==> src/hdl/s224_pkg.sv <==
`timescale 1ns / 1ps
// ----------------------------------------------------------------------------
// SHA-224 package
// Beat types, initial hash values and round constants.
// ----------------------------------------------------------------------------
package s224_pkg;

  typedef struct packed {
    logic       operation;
    logic [7:0] data_byte;
  } in_beat_t;

  typedef struct packed {
    logic [31:0] digest_word;
    logic [2:0]  word_index;
    logic        last_word;
  } out_beat_t;

  localparam logic OP_ABSORB = 1'b0;
  localparam logic OP_FINISH = 1'b1;

  localparam int unsigned DigestWords = 7;

  function automatic logic [31:0] init_hash(input logic [2:0] idx);
    logic [31:0] v;
    unique case (idx)
      3'd0: v = 32'hc1059ed8;
      3'd1: v = 32'h367cd507;
      3'd2: v = 32'h3070dd17;
      3'd3: v = 32'hf70e5939;
      3'd4: v = 32'hffc00b31;
      3'd5: v = 32'h68581511;
      3'd6: v = 32'h64f98fa7;
      default: v = 32'hbefa4fa4;
    endcase
    return v;
  endfunction

  localparam logic [31:0] RoundK [64] = '{
    32'h428a2f98, 32'h71374491, 32'hb5c0fbcf, 32'he9b5dba5,
    32'h3956c25b, 32'h59f111f1, 32'h923f82a4, 32'hab1c5ed5,
    32'hd807aa98, 32'h12835b01, 32'h243185be, 32'h550c7dc3,
    32'h72be5d74, 32'h80deb1fe, 32'h9bdc06a7, 32'hc19bf174,
    32'he49b69c1, 32'hefbe4786, 32'h0fc19dc6, 32'h240ca1cc,
    32'h2de92c6f, 32'h4a7484aa, 32'h5cb0a9dc, 32'h76f988da,
    32'h983e5152, 32'ha831c66d, 32'hb00327c8, 32'hbf597fc7,
    32'hc6e00bf3, 32'hd5a79147, 32'h06ca6351, 32'h14292967,
    32'h27b70a85, 32'h2e1b2138, 32'h4d2c6dfc, 32'h53380d13,
    32'h650a7354, 32'h766a0abb, 32'h81c2c92e, 32'h92722c85,
    32'ha2bfe8a1, 32'ha81a664b, 32'hc24b8b70, 32'hc76c51a3,
    32'hd192e819, 32'hd6990624, 32'hf40e3585, 32'h106aa070,
    32'h19a4c116, 32'h1e376c08, 32'h2748774c, 32'h34b0bcb5,
    32'h391c0cb3, 32'h4ed8aa4a, 32'h5b9cca4f, 32'h682e6ff3,
    32'h748f82ee, 32'h78a5636f, 32'h84c87814, 32'h8cc70208,
    32'h90befffa, 32'ha4506ceb, 32'hbef9a3f7, 32'hc67178f2
  };

endpackage

==> src/hdl/sha224_byte_stream_hasher.sv <==
`timescale 1ns / 1ps
// ----------------------------------------------------------------------------
// SHA-224 byte stream hasher
// Absorbs message bytes one per beat; a finish beat pads, compresses and
// returns the seven digest words.
// ----------------------------------------------------------------------------
// An absorb beat writes its byte into the block memory, and the 64th byte of
// a block also starts a compression: the 64 block bytes and the eight
// chaining words are streamed out of their memories, 64 rounds run at one per
// cycle, then the working variables are folded into the chaining
// memory (a read and a write per word). A finish beat writes the padding one
// byte per cycle, from the first free byte to the end of the block; when more
// than 55 bytes are held it runs a compression and clears bytes 0 to 55. It
// then writes the 8 length bytes, runs the last compression and returns the
// seven digest words, each held until the receiver takes it. The next beat is
// taken only when the block is back in its idle state. Both the block bytes
// and the chaining words sit in single-port synchronous memories whose read
// data arrives in the next cycle; the chain memory is loaded with the initial
// values after reset and after every digest, during which no beat is taken.
module sha224_byte_stream_hasher (
  input  logic                 clk,
  input  logic                 rst,
  input  logic                 in_valid,
  output logic                 in_stall,
  input  s224_pkg::in_beat_t   in_data,
  output logic                 out_valid,
  input  logic                 out_stall,
  output s224_pkg::out_beat_t  out_data
);

  typedef enum logic [3:0] {
    S_INIT, S_IDLE, S_PAD, S_ZERO, S_LEN, S_LOAD, S_ROUND, S_FOLD, S_EMIT_RD, S_EMIT,
    S_WAIT
  } state_t;

  state_t      state;
  logic [7:0]  blk_mem [64];
  logic [31:0] chain_mem [8];
  logic [7:0]  blk_rd;
  logic [31:0] chain_rd;

  logic [5:0]  byte_count;
  logic [63:0] bit_length;
  logic [6:0]  step;
  logic        final_blk;
  logic        two_blk;
  logic [31:0] w [16];
  logic [31:0] a, b, c, d, e, f, g, h;

  // memory access control (combinational)
  logic        blk_we;
  logic [5:0]  blk_addr;
  logic [7:0]  blk_wd;
  logic        ch_we;
  logic [2:0]  ch_addr;
  logic [31:0] ch_wd;
  logic [63:0] len_shift;
  logic [31:0] fold_var;

  always_ff @(posedge clk) begin
    if (blk_we) blk_mem[blk_addr] <= blk_wd;
    blk_rd <= blk_mem[blk_addr];
    if (ch_we) chain_mem[ch_addr] <= ch_wd;
    chain_rd <= chain_mem[ch_addr];
  end

  // round datapath
  logic [31:0] s0, s1, w_new, big0, big1, ch_f, maj_f, t1, t2, wr;
  always_comb begin
    s0 = {w[1][6:0], w[1][31:7]} ^ {w[1][17:0], w[1][31:18]} ^ (w[1] >> 3);
    s1 = {w[14][16:0], w[14][31:17]} ^ {w[14][18:0], w[14][31:19]} ^ (w[14] >> 10);
    w_new = s1 + w[9] + s0 + w[0];
    big1 = {e[5:0], e[31:6]} ^ {e[10:0], e[31:11]} ^ {e[24:0], e[31:25]};
    ch_f = (e & f) ^ (~e & g);
    big0 = {a[1:0], a[31:2]} ^ {a[12:0], a[31:13]} ^ {a[21:0], a[31:22]};
    maj_f = (a & b) ^ (a & c) ^ (b & c);
    wr = w[0];
    t1 = h + big1 + ch_f + s224_pkg::RoundK[step[5:0]] + wr;
    t2 = big0 + maj_f;
  end

  logic in_take;
  assign in_stall = (state != S_IDLE);
  assign in_take  = in_valid && !in_stall;

  // working variable folded into chain word step/2
  always_comb begin
    unique case (step[3:1])
      3'd0: fold_var = a;
      3'd1: fold_var = b;
      3'd2: fold_var = c;
      3'd3: fold_var = d;
      3'd4: fold_var = e;
      3'd5: fold_var = f;
      3'd6: fold_var = g;
      default: fold_var = h;
    endcase
  end

  always_comb begin
    blk_we = 1'b0;
    blk_addr = byte_count;
    blk_wd = in_data.data_byte;
    ch_we = 1'b0;
    ch_addr = step[2:0];
    ch_wd = s224_pkg::init_hash(step[2:0]);
    len_shift = bit_length >> {3'd7 - step[2:0], 3'b000};
    unique case (state)
      S_INIT: ch_we = 1'b1;
      S_IDLE: begin
        blk_we = in_take && (in_data.operation == s224_pkg::OP_ABSORB);
      end
      S_PAD: begin
        // 0x80 at the first free byte, zeros up to the end of the block
        blk_we = 1'b1;
        blk_addr = step[5:0];
        blk_wd = (step[5:0] == byte_count) ? 8'h80 : 8'h00;
      end
      S_ZERO: begin
        blk_we = 1'b1;
        blk_addr = step[5:0];
        blk_wd = 8'h00;
      end
      S_LEN: begin
        blk_we = 1'b1;
        blk_addr = {3'b111, step[2:0]};
        blk_wd = len_shift[7:0];
      end
      S_LOAD: blk_addr = step[5:0];
      S_FOLD: begin
        // read on even steps, write the sum on odd steps
        ch_we = step[0];
        ch_addr = step[3:1];
        ch_wd = chain_rd + fold_var;
      end
      default: ;
    endcase
  end

  always_ff @(posedge clk) begin
    if (rst) begin
      state <= S_INIT;
      step <= '0;
      byte_count <= '0;
      bit_length <= '0;
      out_valid <= 1'b0;
      out_data <= '0;
      final_blk <= 1'b0;
      two_blk <= 1'b0;
    end else begin
      unique case (state)
        S_INIT: begin
          step <= step + 7'd1;
          if (step[2:0] == 3'd7) begin
            step <= '0;
            state <= S_IDLE;
          end
        end
        S_IDLE: begin
          if (in_take) begin
            if (in_data.operation == s224_pkg::OP_ABSORB) begin
              bit_length <= bit_length + 64'd8;
              byte_count <= byte_count + 6'd1;
              if (byte_count == 6'd63) begin
                final_blk <= 1'b0;
                step <= '0;
                state <= S_LOAD;
              end
            end else begin
              two_blk <= (byte_count > 6'd55);
              final_blk <= 1'b1;
              step <= {1'b0, byte_count};
              state <= S_PAD;
            end
          end
        end
        S_PAD: begin
          step <= step + 7'd1;
          if (step[5:0] == 6'd63) begin
            step <= '0;
            state <= two_blk ? S_LOAD : S_LEN;
          end
        end
        S_ZERO: begin
          step <= step + 7'd1;
          if (step[5:0] == 6'd55) begin
            step <= '0;
            state <= S_LEN;
          end
        end
        S_LEN: begin
          step <= step + 7'd1;
          if (step[2:0] == 3'd7) begin
            step <= '0;
            state <= S_LOAD;
          end
        end
        S_LOAD: begin
          // reads arrive in the next cycle; shift bytes into the word window
          if (step != 7'd0) begin
            for (int i = 0; i < 15; i++) w[i] <= {w[i][23:0], w[i + 1][31:24]};
            w[15] <= {w[15][23:0], blk_rd};
          end
          if (step != 7'd0 && step <= 7'd8) begin
            a <= b;
            b <= c;
            c <= d;
            d <= e;
            e <= f;
            f <= g;
            g <= h;
            h <= chain_rd;
          end
          step <= step + 7'd1;
          if (step == 7'd64) begin
            step <= '0;
            state <= S_ROUND;
          end
        end
        S_ROUND: begin
          h <= g;
          g <= f;
          f <= e;
          e <= d + t1;
          d <= c;
          c <= b;
          b <= a;
          a <= t1 + t2;
          for (int i = 0; i < 15; i++) w[i] <= w[i + 1];
          w[15] <= w_new;
          step <= step + 7'd1;
          if (step[5:0] == 6'd63) begin
            step <= '0;
            state <= S_FOLD;
          end
        end
        S_FOLD: begin
          step <= step + 7'd1;
          if (step[3:0] == 4'd15) begin
            step <= '0;
            priority if (!final_blk) begin
              state <= S_IDLE;
            end else if (two_blk) begin
              two_blk <= 1'b0;
              state <= S_ZERO;
            end else begin
              state <= S_EMIT_RD;
            end
          end
        end
        S_EMIT_RD: state <= S_EMIT;
        S_EMIT: begin
          out_valid <= 1'b1;
          out_data.digest_word <= chain_rd;
          out_data.word_index <= step[2:0];
          out_data.last_word <= (step[2:0] == 3'(s224_pkg::DigestWords - 1));
          state <= S_WAIT;
        end
        S_WAIT: begin
          // hold the beat until the receiver takes it
          if (!out_stall) begin
            out_valid <= 1'b0;
            if (step[2:0] == 3'(s224_pkg::DigestWords - 1)) begin
              step <= '0;
              byte_count <= '0;
              bit_length <= '0;
              final_blk <= 1'b0;
              state <= S_INIT;
            end else begin
              step <= step + 7'd1;
              state <= S_EMIT_RD;
            end
          end
        end
        default: ;
      endcase
    end
  end

endmodule

==> config.mk <==
export PLATFORM = sky130hd
export DESIGN_NAME = sha224_byte_stream_hasher
export DESIGN_NICKNAME = d
export VERILOG_FILES = /design/src/hdl/s224_pkg.sv /design/src/hdl/sha224_byte_stream_hasher.sv
export SDC_FILE = /design/constraint.sdc
export NUM_CORES = 2
export LEC_CHECK = 0
export BUFFER_PORTS_ARGS = -buffer_cell sky130_fd_sc_hd__buf_2
export CORE_AREA = 5 5 448 450
export DETAILED_ROUTE_END_ITERATION = 10
export DIE_AREA = 0 0 453 455
export SETUP_SLACK_MARGIN = 0.05
export SKIP_LAST_GASP = 1
export SLEW_MARGIN = 20
export SYNTH_ARGS = -nofsm -noshare
export SYNTH_HDL_FRONTEND = slang
export SYNTH_SLANG_ARGS = --single-unit
export TNS_END_PERCENT = 1
==> constraint.sdc <==
create_clock -name clk -period 43.7 [get_ports clk]
set_input_delay 4.37 -clock clk [delete_from_list [all_inputs] [get_ports clk]]
set_output_delay 4.37 -clock clk [all_outputs]
set_load 0.05 [all_outputs]
==> reports/results.ini <==
[global_route]
grt_remaining_overflow = 0
globalRouteTotalUtil = 0.246
grt_first_pass_wirelength_um = 385000
largest_net_degree_at_the_start_of_global_routing = 204
grt_antenna_before_repair = 8
first_global_vias = 58500

[die]
boundaryPins = 51
fp.dieW_um = 453
die_outline_area_mm2 = 0.206
core_area_mm2 = 0.196
start_util = 0.447
dieHeight_um = 455
placement_rows = 163

[logic_synthesis]
synth_sequential_area_ratio = 0.561
postSynthAreaPerCell_um2 = 11.2
synth.yosys.warnings = 0
ys_seq_elements = 1693
synth_edf_count = 1536
synth_top_cell_by_area = sky130_fd_sc_hd__edfxtp_1
post-synth-top-area-fraction = 0.526
yosys_most_used_dff = sky130_fd_sc_hd__edfxtp_1
synth.net_count = 8244
ys_top_cells_by_area = sky130_fd_sc_hd__edfxtp_1 (53%), sky130_fd_sc_hd__nand2_1 (8.0%), sky130_fd_sc_hd__fa_1 (4.3%), sky130_fd_sc_hd__mux2_2 (4.2%), sky130_fd_sc_hd__dfxtp_1 (3.6%)
synthArstFlopShare = 0
synth.lib_cells_used.distinct = 95
netlist_instances = 7867
syn_area_mm2 = 0.0878

[finish]
instances_no_fill = 10500
area_growth_syn_to_layout_pct = 9.83
num-nets-final = 8056
layout.cells.most_common = sky130_fd_sc_hd__nand2_1
share_of_cells_above_drive_strength_1 = 0.107
layout_common_cells = sky130_fd_sc_hd__nand2_1 (1870), sky130_fd_sc_hd__edfxtp_1 (1536), sky130_fd_sc_hd__a21oi_1 (498)

[worst_setup_path]
regToRegStartpoint = step[1]
reg2reg_to = a[31]
cp.arrival_ns = 10.38
cp-startpoint = step[1]
path_class = register to register
r2r_setup_slack_ns = 33.83
length_in_cells_of_the_worst_reg_to_reg_path = 37
cp_slowest_stage_delay_ns = 0.63
timing.critical_path.to_type = register
crit_path_start_kind = register
critPathMaxFanout = 33
cp_slowest_cell = sky130_fd_sc_hd__ha_1
data_required_time_at_the_worst_endpoint_ns = 44.21

[timing]
period_minus_slack_ns = 9.87
hold_fails_final_rpt = 0
final.setup_skew_ns = 0.0562
setup_tns_ns = 0
final_min_period_over_clock_period = 0.226
final-max-slew-violation-count = 0
rsz_0062_raised_after_global_routing = false
max_clock_freq_mhz = 101
setup-violations-final = 0
slew_at_the_pin_closest_to_its_max_slew_limit_ns = 1.11
finalWorstSetupSlack_ns = 33.83
timing.slew.headroom = 0.258

[place]
post-dp-hpwl_um = 175000
gp_congestion = 0.923
numPlacedInstances = 10100
port_buffers = 50
place_worst_setup_slack_ns = 34.10

[power]
switchingPower_mw = 3.48
cellInternalPower_mw = 4.37
leakagePower_nw = 34.6
power-per-cell-area_mw_per_mm2 = 81.4
power.share.clock = 0.196
netSwitchingFraction = 0.443
p_comb_frac = 0.550
ir_drop_uv = 76.3
share_seq_of_total_power = 0.254

[clock_network]
cts_tree = built
cts.path.max_buffers = 3
cts-buffers-inserted = 181
clk_slew_on_worst_s_h_paths_ns = 0.06
post-cts-setup-buffer-count = 0
clock-root-buffer = sky130_fd_sc_hd__clkbuf_16
clk_latency_ns = 0.85
cts_hold_repair.buffers = 0
cts_repair_resize_count = 0
cts_sinks = 1693
number_of_levels_in_the_clock_h_tree = 4

[drt]
drt-total-wl_um = 259000
detail_route.wl_per_cell_um = 24.7
route.detailed.drc = 0
detail_route.iter0.violations = 7609
dr_total_vias = 61300
firstDrtPassIters = 9
route.detailed.vias_per_inst = 5.85
ant_nets = 0

[run]
maxcap_viol_count = 0

[worst_hold_path]
hold_path.class = register to register
hold_path_end = out_data[34]
worstHoldPathCells = 2
min-delay-start = out_data[34]

[outcome]
run_status = finished clean

[logic make-up (layout without fill, tap and decap cells)]
| logic type | count (synthesis) | after routing | share of synthesized area |
|---|---|---|---|
| XOR/XNOR | 440 | 440 | 0.0439 |
| multiplexers | 382 | 382 | 0.0511 |
| adder cells (fa/ha/maj) | 386 | 386 | 0.0705 |
| flip-flops | 1693 | 1693 | 0.561 |
| buffers and inverters | 741 | 702 | 0.0327 |
| AO/OA/AOI/OAI | 1512 | 1512 | 0.111 |
| AND/OR/NAND/NOR | 2713 | 2713 | 0.129 |
| other | 0 | 2 | 0 |
[registers in the layout (all words and copies together) (netlist names), 4 cells and up]
signal / count
chain_rd: 32
b: 32
blk_rd: 8
step: 7
e: 32
bit_length: 61
blk_mem: 512
state: 4
byte_count: 6
a: 32
g: 32
w: 512
h: 32
out_data: 36
c: 32
chain_mem: 256
f: 32
d: 32
[layer usage]
layer  track usage  vias up  share of wire
met3        0.0459      463          0.083
met5             0        -        0.00015
met1         0.361    30400           0.44
li1              -    27800              -
met2         0.366     2629           0.44
met4        0.0885        6          0.038
[metrics by stage]
step	area (um^2)	total power, mW	hold slack, ns	utilization
2_1_floorplan	87800	5.00	0.449	-
3_3_place_gp	90400	6.19	0.444	0.461
3_5_place_dp	90400	6.23	0.448	0.461
4_1_cts	96400	7.79	0.457	0.491
5_1_grt	96400	8.34	0.481	0.491
6_report	96400	7.85	0.453	0.491
[worst max path at each step]
stage	depth (start not counted)	endpoint
2_1_floorplan	2	w[0][0]
3_3_place_gp	36	a[31]
3_5_place_dp	36	a[31]
4_1_cts	36	a[31]
5_1_grt	32	a[31]
6_report	37	a[31]
[cell type report]
type / instances / area, um^2
antenna: 2 / 5.00
fill: 17700 / 99800
tap: 2640 / 3300
inverter: 217 / 815
clock inverter: 91 / 1070
multi-input combinational: 5433 / 35900
clock buffer: 241 / 4900
sequential: 1693 / 49300
timing repair buffer: 153 / 1080
[power by group through the flow]
stage | logic [mW] | clock network [mW] | registers [mW]
after floorplan | 2.98 | 0 | 2.02
after global placement | 4.17 | 0 | 2.02
after detailed placement | 4.21 | 0 | 2.02
after CTS | 4.24 | 1.57 | 1.99
after global routing | 4.70 | 1.64 | 2.00
final | 4.32 | 1.54 | 1.99
[synthesized netlist by cell type, types with 29 or more instances]
master / n
sky130_fd_sc_hd__a211oi_1: 44
sky130_fd_sc_hd__a21o_1: 85
sky130_fd_sc_hd__a21oi_1: 500
sky130_fd_sc_hd__a221oi_1: 56
sky130_fd_sc_hd__a222oi_1: 37
sky130_fd_sc_hd__a22o_1: 68
sky130_fd_sc_hd__a22oi_1: 150
sky130_fd_sc_hd__a31oi_1: 65
sky130_fd_sc_hd__and3_1: 31
sky130_fd_sc_hd__buf_1: 48
sky130_fd_sc_hd__buf_2: 47
sky130_fd_sc_hd__clkbuf_1: 423
sky130_fd_sc_hd__dfxtp_1: 157
sky130_fd_sc_hd__edfxtp_1: 1536
sky130_fd_sc_hd__fa_1: 188
sky130_fd_sc_hd__ha_1: 176
sky130_fd_sc_hd__inv_1: 216
sky130_fd_sc_hd__mux2_2: 326
sky130_fd_sc_hd__mux2i_1: 33
sky130_fd_sc_hd__nand2_1: 1870
sky130_fd_sc_hd__nand3_1: 142
sky130_fd_sc_hd__nor2_1: 359
sky130_fd_sc_hd__nor2b_1: 38
sky130_fd_sc_hd__nor3_1: 71
sky130_fd_sc_hd__o21a_1: 31
sky130_fd_sc_hd__o21ai_0: 272
sky130_fd_sc_hd__or3_1: 29
sky130_fd_sc_hd__or4_1: 36
sky130_fd_sc_hd__xnor2_1: 307
sky130_fd_sc_hd__xor2_1: 133
[worst max-delay path, delay by kind of cell, from the launching register on]
family,cells,cell delay (ns)
xor+xnor,1,0.27
compound gates,18,4.19
simple gates,6,0.99
fa+ha+maj,6,2.65
flops,1,0.31
buf+inv,6,1.10
(Power assumes the default switching activity.)
